--- src/rtl/lrs_pkg.sv ---
`timescale 1ns / 1ps
// ----------------------------------------------------------------------------
// lrs_pkg
// Shared types and constants of the linear interpolation resampler.
// ----------------------------------------------------------------------------
package lrs_pkg;

   localparam int LANES    = 4;
   localparam int SAMPLE_W = 24;
   localparam int PHASE_W  = 20;
   localparam int FRAC_W   = 16;
   localparam int ACH_W    = 3;
   localparam int CSR_IDX_W = 2;

   // running phase needs one more bit than the stored phase
   localparam int PH_W   = PHASE_W + 1;
   localparam int DIFF_W = SAMPLE_W + 1;
   localparam int PROD_W = SAMPLE_W + FRAC_W;
   localparam int CNT_W  = 4;

   localparam logic [PH_W-1:0]  PHASE_ONE   = PH_W'(1) << FRAC_W;
   localparam logic [CNT_W-1:0] MAX_RESULTS = CNT_W'(8);
   localparam logic [CNT_W-1:0] LAST_SLOT   = MAX_RESULTS - CNT_W'(1);

   localparam logic [PHASE_W-1:0] STEP_RESET = PHASE_W'(65536);
   localparam logic [ACH_W-1:0]   ACH_RESET  = ACH_W'(2);

   typedef logic [CSR_IDX_W-1:0] csr_index_type;
   localparam csr_index_type CSR_PHASE_STEP = CSR_IDX_W'(0);
   localparam csr_index_type CSR_ACTIVE_CH  = CSR_IDX_W'(1);

   typedef logic signed [SAMPLE_W-1:0] sample_type;

   typedef enum logic [0:0] {
      ST_IDLE,
      ST_RUN
   } state_type;

   // control from the sequencer to the lanes and the output stage
   typedef struct packed {
      logic              load;
      logic              issue;
      logic              commit;
      logic              last;
      logic [FRAC_W-1:0] frac;
   } ctl_type;

endpackage

--- src/rtl/lrs_req_if.sv ---
`timescale 1ns / 1ps
// ----------------------------------------------------------------------------
// lrs_req_if
// Input frame channel: valid/ready plus four signed samples.
// ----------------------------------------------------------------------------
interface lrs_req_if;
   logic                valid;
   logic                ready;
   lrs_pkg::sample_type sample_0;
   lrs_pkg::sample_type sample_1;
   lrs_pkg::sample_type sample_2;
   lrs_pkg::sample_type sample_3;

   modport source (output valid, output sample_0, output sample_1,
                   output sample_2, output sample_3, input ready);
   modport sink   (input valid, input sample_0, input sample_1,
                   input sample_2, input sample_3, output ready);
endinterface

--- src/rtl/lrs_rsp_if.sv ---
`timescale 1ns / 1ps
// ----------------------------------------------------------------------------
// lrs_rsp_if
// Result frame channel: valid/ready, four signed samples and a run marker.
// ----------------------------------------------------------------------------
interface lrs_rsp_if;
   logic                valid;
   logic                ready;
   lrs_pkg::sample_type out_0;
   lrs_pkg::sample_type out_1;
   lrs_pkg::sample_type out_2;
   lrs_pkg::sample_type out_3;
   logic                last_of_run;

   modport source (output valid, output out_0, output out_1, output out_2,
                   output out_3, output last_of_run, input ready);
   modport sink   (input valid, input out_0, input out_1, input out_2,
                   input out_3, input last_of_run, output ready);
endinterface

--- src/rtl/lrs_ctrl.sv ---
`timescale 1ns / 1ps
// ----------------------------------------------------------------------------
// lrs_ctrl
// Phase sequencer: walks the phase across one input frame, one result a cycle unless the output stalls.
// ----------------------------------------------------------------------------
module lrs_ctrl (
   input  logic                         clock,
   input  logic                         reset,
   input  logic                         req_valid,
   output logic                         req_ready,
   input  logic [lrs_pkg::PHASE_W-1:0]  phase_step,
   input  logic                         advance,
   output lrs_pkg::ctl_type             ctl
);

   lrs_pkg::state_type              state_ff, state_in;
   logic [lrs_pkg::PH_W-1:0]        ph_ff, ph_in;
   logic [lrs_pkg::CNT_W-1:0]       cnt_ff, cnt_in;
   logic [lrs_pkg::PH_W-1:0]        ph_next;
   logic                            more;

   assign ph_next = ph_ff + {1'b0, phase_step};
   assign more    = (ph_ff < lrs_pkg::PHASE_ONE) && (cnt_ff < lrs_pkg::MAX_RESULTS);

   always_comb begin
      state_in = state_ff;
      case (state_ff)
         lrs_pkg::ST_IDLE: begin
            if (req_valid) begin
               state_in = lrs_pkg::ST_RUN;
            end
         end
         lrs_pkg::ST_RUN: begin
            if (!more) begin
               state_in = lrs_pkg::ST_IDLE;
            end
         end
         default: state_in = lrs_pkg::ST_IDLE;
      endcase
   end

   always_comb begin
      req_ready  = 1'b0;
      ctl.load   = 1'b0;
      ctl.issue  = 1'b0;
      ctl.commit = 1'b0;
      ctl.last   = (cnt_ff == lrs_pkg::LAST_SLOT) || (ph_next >= lrs_pkg::PHASE_ONE);
      ctl.frac   = ph_ff[lrs_pkg::FRAC_W-1:0];
      case (state_ff)
         lrs_pkg::ST_IDLE: begin
            req_ready = 1'b1;
            ctl.load  = req_valid;
         end
         lrs_pkg::ST_RUN: begin
            ctl.issue  = more && advance;
            ctl.commit = !more;
         end
         default: req_ready = 1'b0;
      endcase
   end

   always_comb begin
      ph_in  = ph_ff;
      cnt_in = cnt_ff;
      if (ctl.load) begin
         cnt_in = '0;
      end
      if (ctl.issue) begin
         ph_in  = ph_next;
         cnt_in = cnt_ff + lrs_pkg::CNT_W'(1);
      end
      if (ctl.commit && (ph_ff >= lrs_pkg::PHASE_ONE)) begin
         ph_in = ph_ff - lrs_pkg::PHASE_ONE;
      end
   end

   always_ff @(posedge clock) begin
      if (reset) begin
         state_ff <= lrs_pkg::ST_IDLE;
         ph_ff    <= '0;
         cnt_ff   <= '0;
      end else begin
         state_ff <= state_in;
         ph_ff    <= ph_in;
         cnt_ff   <= cnt_in;
      end
   end

endmodule

--- src/rtl/lrs_lane.sv ---
`timescale 1ns / 1ps
// ----------------------------------------------------------------------------
// lrs_lane
// One channel: holds current and previous sample, multiplies the difference
// by the phase fraction and adds the floored product back to the previous.
// ----------------------------------------------------------------------------
module lrs_lane (
   input  logic                 clock,
   input  logic                 reset,
   input  lrs_pkg::ctl_type     ctl,
   input  lrs_pkg::sample_type  sample,
   output lrs_pkg::sample_type  result
);

   lrs_pkg::sample_type                   cur_ff;
   lrs_pkg::sample_type                   prev_ff;
   lrs_pkg::sample_type                   base_ff;
   logic signed [lrs_pkg::PROD_W-1:0]     prod_ff;
   logic signed [lrs_pkg::DIFF_W-1:0]     diff;
   logic signed [lrs_pkg::FRAC_W:0]       frac_s;
   logic signed [lrs_pkg::DIFF_W+lrs_pkg::FRAC_W:0] prod_full;

   assign diff      = lrs_pkg::DIFF_W'(cur_ff) - lrs_pkg::DIFF_W'(prev_ff);
   assign frac_s    = $signed({1'b0, ctl.frac});
   assign prod_full = diff * frac_s;

   // arithmetic shift by the fraction width; the sum wraps to sample width
   assign result = base_ff + $signed(prod_ff[lrs_pkg::FRAC_W +: lrs_pkg::SAMPLE_W]);

   always_ff @(posedge clock) begin
      if (ctl.load) begin
         cur_ff <= sample;
      end
      if (ctl.issue) begin
         base_ff <= prev_ff;
         prod_ff <= prod_full[lrs_pkg::PROD_W-1:0];
      end
   end

   always_ff @(posedge clock) begin
      if (reset) begin
         prev_ff <= '0;
      end else if (ctl.commit) begin
         prev_ff <= cur_ff;
      end
   end

endmodule

--- src/rtl/lrs_merge.sv ---
`timescale 1ns / 1ps
// ----------------------------------------------------------------------------
// lrs_merge
// Gathers the lane results into one frame, zeroes unused lanes and holds it
// in the output register until the receiver takes it.
// ----------------------------------------------------------------------------
module lrs_merge (
   input  logic                         clock,
   input  logic                         reset,
   input  lrs_pkg::ctl_type             ctl,
   input  lrs_pkg::sample_type          lane_result [lrs_pkg::LANES],
   input  logic [lrs_pkg::ACH_W-1:0]    active_channels,
   output logic                         advance,
   lrs_rsp_if.source                    rsp
);

   logic                 s1_valid_ff, s1_valid_in;
   logic                 s1_last_ff;
   logic                 out_valid_ff, out_valid_in;
   logic                 out_last_ff;
   lrs_pkg::sample_type  out_ff [lrs_pkg::LANES];

   assign advance      = !out_valid_ff || rsp.ready;
   assign s1_valid_in  = advance ? ctl.issue : s1_valid_ff;
   assign out_valid_in = advance ? s1_valid_ff : out_valid_ff;

   always_ff @(posedge clock) begin
      if (reset) begin
         s1_valid_ff  <= 1'b0;
         out_valid_ff <= 1'b0;
      end else begin
         s1_valid_ff  <= s1_valid_in;
         out_valid_ff <= out_valid_in;
      end
   end

   always_ff @(posedge clock) begin
      if (ctl.issue) begin
         s1_last_ff <= ctl.last;
      end
      if (advance && s1_valid_ff) begin
         out_last_ff <= s1_last_ff;
         for (int i = 0; i < lrs_pkg::LANES; i++) begin
            out_ff[i] <= (lrs_pkg::ACH_W'(i) < active_channels) ? lane_result[i] : '0;
         end
      end
   end

   assign rsp.valid       = out_valid_ff;
   assign rsp.out_0       = out_ff[0];
   assign rsp.out_1       = out_ff[1];
   assign rsp.out_2       = out_ff[2];
   assign rsp.out_3       = out_ff[3];
   assign rsp.last_of_run = out_last_ff;

endmodule

--- src/rtl/linear_interp_resampler_unit.sv ---
`timescale 1ns / 1ps
// ----------------------------------------------------------------------------
// linear_interp_resampler_unit
// Four-lane linear interpolation sample rate converter with a Q16 phase.
// ----------------------------------------------------------------------------
// Usage:
//   req_ch carries one input frame (four signed 24-bit samples) per
//   transaction; rsp_ch returns zero to eight interpolated frames for it,
//   the final one flagged by last_of_run. Each result interpolates between
//   the previous frame and this one, so output trails input by one frame.
//   csr_* writes phase_step (index 0) and active_channels (index 1); write
//   them only while the block is idle.
// Timing:
//   A frame is loaded on its transaction; each result is registered in
//   the multiplier stage and then in the output register. The sequencer
//   issues one result per cycle while rsp_ch is not stalled, then updates
//   the phase and the stored frame before it is idle again. One frame is in
//   flight at a time; req_ch.ready is high only while the sequencer is idle.
// Reset:
//   Synchronous; clears the phase and the stored frame to zero, sets
//   phase_step to one and active_channels to two, and empties the outputs.
// Stall:
//   While a result waits and rsp_ch.ready is low, the output register holds
//   it, the multiplier stage holds, no result is issued; nothing is dropped.
// ----------------------------------------------------------------------------
module linear_interp_resampler_unit (
   input  logic                            clock,
   input  logic                            reset,
   lrs_req_if.sink                         req_ch,
   lrs_rsp_if.source                       rsp_ch,
   input  logic                            csr_we,
   input  lrs_pkg::csr_index_type          csr_index,
   input  logic [lrs_pkg::PHASE_W-1:0]     csr_wdata
);

   // configuration registers
   logic [lrs_pkg::PHASE_W-1:0]  step_ff;
   logic [lrs_pkg::ACH_W-1:0]    ach_ff;

   lrs_pkg::ctl_type             ctl;
   logic                         advance;
   lrs_pkg::sample_type          frame       [lrs_pkg::LANES];
   lrs_pkg::sample_type          lane_result [lrs_pkg::LANES];

   // drop writes to indexes past the register list
   always_ff @(posedge clock) begin
      if (reset) begin
         step_ff <= lrs_pkg::STEP_RESET;
         ach_ff  <= lrs_pkg::ACH_RESET;
      end else if (csr_we) begin
         case (csr_index)
            lrs_pkg::CSR_PHASE_STEP: step_ff <= csr_wdata;
            lrs_pkg::CSR_ACTIVE_CH:  ach_ff  <= csr_wdata[lrs_pkg::ACH_W-1:0];
            default: ;
         endcase
      end
   end

   // unpack the input frame lane by lane
   assign frame[0] = req_ch.sample_0;
   assign frame[1] = req_ch.sample_1;
   assign frame[2] = req_ch.sample_2;
   assign frame[3] = req_ch.sample_3;

   // sequencer: advance the phase, count results, commit the frame
   lrs_ctrl u_ctrl (
      .clock      (clock),
      .reset      (reset),
      .req_valid  (req_ch.valid),
      .req_ready  (req_ch.ready),
      .phase_step (step_ff),
      .advance    (advance),
      .ctl        (ctl)
   );

   // one interpolation core per channel
   for (genvar g = 0; g < lrs_pkg::LANES; g++) begin : g_lane
      lrs_lane u_lane (
         .clock  (clock),
         .reset  (reset),
         .ctl    (ctl),
         .sample (frame[g]),
         .result (lane_result[g])
      );
   end

   // merge lanes into the output register; hold while the receiver stalls
   lrs_merge u_merge (
      .clock           (clock),
      .reset           (reset),
      .ctl             (ctl),
      .lane_result     (lane_result),
      .active_channels (ach_ff),
      .advance         (advance),
      .rsp             (rsp_ch)
   );

endmodule

--- src/flat_wrapper.sv ---
// flat-port wrapper written by rule: the top's interface ports become plain ports
module linear_interp_resampler_unit_flat 
  (clock, reset, csr_we, csr_index, csr_wdata, req_ch_valid, req_ch_sample_0, req_ch_sample_1, req_ch_sample_2, req_ch_sample_3, req_ch_ready, rsp_ch_valid, rsp_ch_out_0, rsp_ch_out_1, rsp_ch_out_2, rsp_ch_out_3, rsp_ch_last_of_run, rsp_ch_ready);
  lrs_req_if req_ch_i ();
  lrs_rsp_if rsp_ch_i ();
  input  logic clock;
  input  logic reset;
  input  logic csr_we;
  input  lrs_pkg::csr_index_type csr_index;
  input  logic [lrs_pkg::PHASE_W-1:0] csr_wdata;
  input wire logic [$bits(req_ch_i.valid)-1:0] req_ch_valid;
  input wire logic [$bits(req_ch_i.sample_0)-1:0] req_ch_sample_0;
  input wire logic [$bits(req_ch_i.sample_1)-1:0] req_ch_sample_1;
  input wire logic [$bits(req_ch_i.sample_2)-1:0] req_ch_sample_2;
  input wire logic [$bits(req_ch_i.sample_3)-1:0] req_ch_sample_3;
  output wire logic [$bits(req_ch_i.ready)-1:0] req_ch_ready;
  output wire logic [$bits(rsp_ch_i.valid)-1:0] rsp_ch_valid;
  output wire logic [$bits(rsp_ch_i.out_0)-1:0] rsp_ch_out_0;
  output wire logic [$bits(rsp_ch_i.out_1)-1:0] rsp_ch_out_1;
  output wire logic [$bits(rsp_ch_i.out_2)-1:0] rsp_ch_out_2;
  output wire logic [$bits(rsp_ch_i.out_3)-1:0] rsp_ch_out_3;
  output wire logic [$bits(rsp_ch_i.last_of_run)-1:0] rsp_ch_last_of_run;
  input wire logic [$bits(rsp_ch_i.ready)-1:0] rsp_ch_ready;
  assign req_ch_i.valid = req_ch_valid;
  assign req_ch_i.sample_0 = req_ch_sample_0;
  assign req_ch_i.sample_1 = req_ch_sample_1;
  assign req_ch_i.sample_2 = req_ch_sample_2;
  assign req_ch_i.sample_3 = req_ch_sample_3;
  assign req_ch_ready = req_ch_i.ready;
  assign rsp_ch_valid = rsp_ch_i.valid;
  assign rsp_ch_out_0 = rsp_ch_i.out_0;
  assign rsp_ch_out_1 = rsp_ch_i.out_1;
  assign rsp_ch_out_2 = rsp_ch_i.out_2;
  assign rsp_ch_out_3 = rsp_ch_i.out_3;
  assign rsp_ch_last_of_run = rsp_ch_i.last_of_run;
  assign rsp_ch_i.ready = rsp_ch_ready;
  linear_interp_resampler_unit u_core (.clock(clock), .reset(reset), .req_ch(req_ch_i), .rsp_ch(rsp_ch_i), .csr_we(csr_we), .csr_index(csr_index), .csr_wdata(csr_wdata));
endmodule
--- config.mk ---
export PLATFORM = sky130hd
export DESIGN_NAME = linear_interp_resampler_unit_flat
export DESIGN_NICKNAME = d
export VERILOG_FILES = /design/src/rtl/lrs_pkg.sv /design/src/rtl/lrs_req_if.sv /design/src/rtl/lrs_rsp_if.sv /design/src/rtl/lrs_ctrl.sv /design/src/rtl/lrs_lane.sv /design/src/rtl/lrs_merge.sv /design/src/rtl/linear_interp_resampler_unit.sv /design/src/flat_wrapper.sv
export SDC_FILE = /design/constraint.sdc
export NUM_CORES = 2
export LEC_CHECK = 0
export BUFFER_PORTS_ARGS = -buffer_cell sky130_fd_sc_hd__buf_4
export CORE_MARGIN = 2
export CORE_UTILIZATION = 30
export CTS_CLUSTER_SIZE = 30
export DETAILED_ROUTE_END_ITERATION = 7
export GPL_TIMING_DRIVEN = 0
export PLACE_DENSITY = 0.48
export SYNTH_ARGS = -nofsm -noshare
export SYNTH_HDL_FRONTEND = slang
export SYNTH_SLANG_ARGS = --single-unit
--- constraint.sdc ---
create_clock -name clock -period 13.1 [get_ports clock]
set_input_delay 1.31 -clock clock [delete_from_list [all_inputs] [get_ports clock]]
set_output_delay 1.31 -clock clock [all_outputs]
set_load 0.02 [all_outputs]
After elaboration in Yosys (flattened, before gate mapping):

Memory sizes are Yosys's and may differ from the RTL's.
Index checks and enable logic that the tools add are counted.

* reductions and logical operators: 13
* eq/ne operators: 2
* multipliers: 4
* order comparisons: 8
* $add $sub $neg: 11
* bitwise gates (word level): 1
* multiplexer cells: 16

Operator list (count)
* $mul A25 B17 Y40: 4
* $sub A24 B24 Y25: 4
* $add A24 B24 Y24: 4
* $mux W24: 4
* $ge A21 B17 Y1 const B: 2
* $mux W21: 2
* $add A21 B20 Y21: 1
* $lt A21 B17 Y1 const B: 1
* $sub A21 B17 Y21 const B: 1
* $mux W4: 2
* $lt A1 B3 Y1 const A: 2
* $lt A2 B3 Y1 const A: 2
* $mux W1: 6
* $add A4 B1 Y4 const B: 1
* $eq A4 B3 Y1 const B: 1
* $logic_and A1 B1 Y1: 4
* $lt A4 B4 Y1 const B: 1
* $reduce_and A2 Y1: 2
* $reduce_bool A2 Y1: 2
* $eq A2 B1 Y1 const B: 1
* $logic_not A1 Y1: 2
* $logic_not A2 Y1: 1
* $logic_or A1 B1 Y1: 2
* $mux W2: 1
* other kinds (2): 2

* memory bits (writable): 96
* output and inout bits: 99
* memories kept: 1
* register bits after elaboration: 501
* bits of input ports: 123
* logic and storage cells: 81

Memories
* u_core.u_merge.out_ff: words 4, width 24, rd ports 4, clocked after memory_dff 0, wr ports 4, RTL line lrs_merge.sv:21 `lrs_pkg::sample_type out_ff [lrs_pkg::LANES];`

Logic depth before layout (Yosys ltp):

* depth in word-level cells: 6
* depth in mapped cells: 38
* depth with buffers taken out: 37

Cells and area by module:

From an unflattened synthesis, not the netlist that was laid out.

* cells, all modules: 8842
* area total of the unflattened synthesis: 84129.4 um^2

Modules (own cells, without submodules)
* lrs_lane at u_core.g_lane[0].u_lane: area an instance 19974.2 um^2, times used 1, cells an instance 2163, seq. area each 2642.5 um^2
* lrs_lane at u_core.g_lane[2].u_lane: area an instance 19311.0 um^2, times used 1, cells an instance 2054, seq. area each 2642.5 um^2
* lrs_lane at u_core.g_lane[3].u_lane: area an instance 19075.8 um^2, times used 1, cells an instance 2026, seq. area each 2642.5 um^2
* lrs_lane at u_core.g_lane[1].u_lane: area an instance 18848.1 um^2, times used 1, cells an instance 1998, seq. area each 2642.5 um^2
* lrs_merge: area an instance 3701.0 um^2, times used 1, cells an instance 214, seq. area each 2982.9 um^2
* lrs_ctrl: area an instance 2198.4 um^2, times used 1, cells an instance 289, seq. area each 520.5 um^2
* linear_interp_resampler_unit: area an instance 1021.0 um^2, times used 1, cells an instance 98, seq. area each 460.4 um^2

Least setup slack after synthesis:

No wires, ideal clock.

* path kind: reg2reg
* from: register u_core.g_lane[1].u_lane.cur_ff[0]
* to: register u_core.g_lane[1].u_lane.prod_ff[39] (netlist name) (data pin)
* period minus slack after synthesis: 8731 ps
* setup time: 260 ps
* setup slack: 4369 ps
* cell stages (with the launch flop): 38
* required time: 12840 ps
* data arrival time: 8470 ps
* buffers on the path: 1
* path through: edfxtp_1 > inv_1 > ha_1 > inv_1 > fa_1 > a21o_1 > a21oi_1 > o21ai_0 > a2111o_1 > and3_1 > o21a_1 > nor2_1 > o21bai_1 > a21oi_1 > xnor2_1 > clkbuf_1 > nand2_1 > fa_1 > (+2 left out) > inv_1 > fa_1 > fa_1 > inv_1 > fa_1 > inv_1 > ha_1 > a21o_1 > a21o_1 > a41oi_1 > o31ai_1 > o21ai_0 > a31oi_1 > o31a_1 > nand4_1 > a31oi_1 > a31oi_1 > xnor2_1

* word-level cells in the longest chain between the ends: 2

Ends and longest elaborated chain
* from (decl): RTL line lrs_lane.sv:15 `lrs_pkg::sample_type cur_ff;`
* from (signal assigned): RTL line lrs_lane.sv:32 `cur_ff <= sample;`
* $sub A24 B24 Y25: RTL line lrs_lane.sv:23 `assign diff = lrs_pkg::DIFF_W'(cur_ff) - lrs_pkg::DIFF_W'(prev_ff);`
* $mul A25 B17 Y40: RTL line lrs_lane.sv:25 `assign prod_full = diff * frac_s;`
* net u_core.g_lane[1].u_lane.prod_full, one bit: RTL line lrs_lane.sv:21 `logic signed [lrs_pkg::DIFF_W+lrs_pkg::FRAC_W:0] prod_full;`
* to (signal assigned): RTL line lrs_lane.sv:36 `prod_ff <= prod_full[lrs_pkg::PROD_W-1:0];`
* to (decl): RTL line lrs_lane.sv:18 `logic signed [lrs_pkg::PROD_W-1:0] prod_ff;`

The timed path passes the listed nets, and every way through them passes these cells.
A chain may end at the register's enable or synchronous reset.

Worst setup path in the final report:

* from: register u_core.g_lane[1].u_lane.cur_ff[0]
* to: register u_core.g_lane[1].u_lane.prod_ff[37] (netlist name) (data pin)

Same word-level chain as after synthesis.

==> impl_metrics.json <==
{
  "slew_headroom_pct": -11.0,
  "finalInstanceArea_sq_um": 92900,
  "status": "finished with violations",
  "std_cell_rows": 193,
  "arrival_ps": 11840,
  "layout.nets": 11578,
  "drtAntennaViolNets": 0,
  "drtIter0Drc": 5277,
  "p_total_mw": 15.0,
  "crit_buf_inv": 6,
  "rsz0062_at_grt": "no",
  "ys_warn_count": 0,
  "root_buffer": "clkbuf_16",
  "die_x_microns": 532,
  "antenna_found_initial": 58,
  "start_util_pct": 30.2,
  "hpwl_microns": 254000,
  "hold_path_end": "u_core.g_lane[0].u_lane.base_ff[6]$_DFFE_PP_",
  "max-vdd-ir-drop_v": 0.000105,
  "ys_types": 85,
  "placedCellCount": 12993,
  "syn2layout_area_growth_pct": 11.2,
  "tightest_slew_ps": 1670,
  "end_kind": "flop",
  "cts_buffer_depth": 3,
  "fin_crit_sh_pct": 87.3,
  "clkSinkCount": 533,
  "drt-total-wl_microns": 314000,
  "avgRoutedWirePerCell_microns": 23.9,
  "use_met1_pct": 31.2,
  "timing.final.ws_setup_ps": 1670,
  "synthesis.area_sq_um": 83500,
  "synthArstFlopShare_pct": 0,
  "drive_above_1_share_pct": 4.92,
  "dominantRegCellSynth": "edfxtp_1",
  "use_met2_pct": 34.0,
  "syn_area_per_cell_sq_um": 9.23,
  "reg2reg_slack_ps": 1670,
  "dr.pass1.iters": 6,
  "vias": 64475,
  "port_buffers": 221,
  "drc": 0,
  "cap_violations": 10,
  "fin_tns_setup_ps": 0,
  "synth_fp_nets": 11263,
  "crit_family": "adder cells",
  "post_cts_buffers": 0,
  "start_kind": "flop",
  "p_leak_nw": 43.4,
  "syn_inst": 9046,
  "vias_per_cell": 4.90,
  "cts_max_level": 3,
  "reg2reg_depth": 36,
  "ys_seq_elements": 533,
  "setup_violations": 0,
  "ys_seq_area_share_pct": 17.4,
  "coreArea_sq_um": 277000,
  "timing.rr.end": "u_core.g_lane[1].u_lane.prod_ff[37]$_DFFE_PP_",
  "cts_buffers": 71,
  "gp_congestion": 0.953,
  "preCtsSetupSlack_ps": 1640,
  "finalMaxSlewViolations": 107,
  "io_pins": 222,
  "clk_pin_slew_ps": 70,
  "timing.rr.start": "u_core.g_lane[1].u_lane.cur_ff[0]$_DFFE_PP_",
  "post-route-util_pct": 33.6,
  "grt.overflow.total": 0,
  "hold_viol": 0,
  "powerDensity_nw_per_um2": 161,
  "cp_slowest_stage_delay_ps": 620,
  "top_usage_layer": "met2",
  "whs_ps": 453,
  "grt_pass1_vias": 66853,
  "multi_input_area_sq_um": 60000,
  "final_cells": 13154,
  "min_from": "u_core.g_lane[0].u_lane.prev_ff[6]$_SDFFE_PP0P_",
  "hold_class": "reg -> reg",
  "use_met3_pct": 4.01,
  "path_max_fanout": 10,
  "grt_pass1_wl_microns": 459000,
  "crit_top_cell": "fa_1",
  "grt_max_degree": 59,
  "synth_edf_count": 386,
  "placed_area_sq_um": 90400,
  "finalClockSkew_ps": 23.8,
  "worst_skew_pair.late_latency_ps": 700,
  "critPathRequiredTime_ps": 13510,
  "max_freq_mhz": 87.5,
  "crit_slowest_cell": "clkbuf_1",
  "cts_tree": "yes",
  "layout_min_cycle_time_ps": 11430,
  "violations": "capacitance limit, slew limit",
  "die-area_sq_um": 283000,
  "regArea_sq_um": 14500,
  "die_height_microns": 532,
  "grt_use_total_pct": 22.1,
  "ctsResizeCount": 0,
  "hold_path_depth": 0,
  "path_class": "reg -> reg",
  "nFillCells": 28977,
  "postCtsHoldBufs": 0
}
-- worst max-delay path by stage --
stage | start | endpoint | slack [ps] | cells past startpoint
2_1_floorplan | u_core.g_lane[1].u_lane.cur_ff[0]$_DFFE_PP_ | u_core.g_lane[1].u_lane.prod_ff[39]$_DFFE_PP_ | 4370 | 37
3_3_place_gp | rsp_ch_ready | u_core.g_lane[1].u_lane.prod_ff[16]$_DFFE_PP_ | 550 | 6
3_5_place_dp | u_core.g_lane[1].u_lane.cur_ff[0]$_DFFE_PP_ | u_core.g_lane[1].u_lane.prod_ff[38]$_DFFE_PP_ | 1640 | 37
4_1_cts | u_core.g_lane[1].u_lane.cur_ff[0]$_DFFE_PP_ | u_core.g_lane[1].u_lane.prod_ff[38]$_DFFE_PP_ | 1580 | 37
5_1_grt | u_core.g_lane[1].u_lane.cur_ff[0]$_DFFE_PP_ | u_core.g_lane[1].u_lane.prod_ff[38]$_DFFE_PP_ | 1040 | 37
6_report | u_core.g_lane[1].u_lane.cur_ff[0]$_DFFE_PP_ | u_core.g_lane[1].u_lane.prod_ff[37]$_DFFE_PP_ | 1670 | 36
-- routing by layer --
| metal | up-vias | part of all wire, % |
|---|---|---|
| met5 | - | 0.057 |
| met4 | 24 | 3.7 |
| met3 | 449 | 8.1 |
| met2 | 2563 | 44 |
| met1 | 32986 | 44 |
| li1 | 28453 | - |
-- synth_stat cells (13+ instances only) --
| master | instances | share of area [%] |
|---|---|---|
| and3_1 | 49 | 0.37 |
| a21o_1 | 92 | 0.83 |
| and2_1 | 661 | 5.0 |
| maj3_1 | 15 | 0.18 |
| ha_1 | 599 | 9.0 |
| a221oi_1 | 21 | 0.22 |
| nand4_1 | 13 | 0.097 |
| a311o_1 | 19 | 0.23 |
| a311oi_1 | 27 | 0.28 |
| nand2_1 | 1256 | 5.6 |
| o21a_1 | 59 | 0.53 |
| or2_2 | 22 | 0.16 |
| o21ai_0 | 121 | 0.73 |
| a21oi_1 | 315 | 1.9 |
| nor3_1 | 79 | 0.47 |
| nand3_1 | 94 | 0.56 |
| nor2b_1 | 176 | 1.3 |
| fa_1 | 1495 | 36 |
| xnor2_1 | 219 | 2.3 |
| o311a_1 | 21 | 0.25 |
| clkbuf_1 | 401 | 1.8 |
| inv_1 | 1967 | 8.8 |
| nor2_1 | 249 | 1.1 |
| a211oi_1 | 26 | 0.23 |
| dfxtp_1 | 147 | 3.5 |
| o21bai_1 | 18 | 0.16 |
| edfxtp_1 | 386 | 14 |
| o211ai_1 | 47 | 0.42 |
| or4_1 | 13 | 0.12 |
| xor2_1 | 82 | 0.86 |
| a21boi_0 | 15 | 0.13 |
| nor4_1 | 32 | 0.24 |
| nor3b_1 | 23 | 0.21 |
| a31oi_1 | 25 | 0.19 |
| nand2b_1 | 59 | 0.44 |
| or3_1 | 23 | 0.17 |
-- logic make-up (layout without fill, tap and decap cells) --
kind of cell / Yosys count / in the layout / share of synthesized area, %
compound gates: 921 / 921 / 7.32
xor+xnor: 302 / 302 / 3.18
fa+ha+maj: 2109 / 2109 / 45.0
buf+inv: 2390 / 2763 / 10.8
flops: 533 / 533 / 17.4
mux: 6 / 6 / 0.0779
other cells: 0 / 30 / 0
simple gates: 2785 / 2785 / 16.3
-- power by group --
part / internal (mW) / switching [mW] / leakage (nW) / total [mW]
clock: 1.22 / 0.841 / 1.21 / 2.06
sequential: 2.54 / 0.248 / 4.85 / 2.79
combinational: 3.40 / 6.72 / 37.4 / 10.1
-- state kept, by name (all words and copies together) (netlist names) --
name and count:
u_core.step_ff 20, u_core.u_ctrl.state_ff 1, u_core.u_merge.s1_last_ff 1, u_core.g_lane.u_lane.prev_ff 96
u_core.u_merge.s1_valid_ff 1, u_core.u_ctrl.ph_ff 21, u_core.u_merge.out_ff 96, u_core.u_ctrl.cnt_ff 4
u_core.g_lane.u_lane.prod_ff 96, u_core.u_merge.rsp.last_of_run 1, u_core.g_lane.u_lane.base_ff 96, u_core.ach_ff 3
u_core.u_merge.rsp.valid 1, u_core.g_lane.u_lane.cur_ff 96
-- cell usage in the layout (no fill, tap or decap), types with 223 or more instances in the layout --
master	count
nand2_1	1256
edfxtp_1	386
fa_1	1495
inv_1	1966
buf_4	223
a21oi_1	314
and2_1	661
clkbuf_1	372
ha_1	599
nor2_1	247
-- area by class of cell --
class / count / area share [%]
diodes: 30 / 0.0808
plain buffers: 421 / 1.78
clock buffers: 98 / 2.28
clock inverters: 33 / 0.387
inverters: 1969 / 7.96
multi-input cells: 6123 / 64.6
flip-flops and latches: 533 / 15.6
well taps: 3705 / 4.99
repair buffers: 242 / 2.25
No activity file was read; power rests on OpenSTA's default activity.
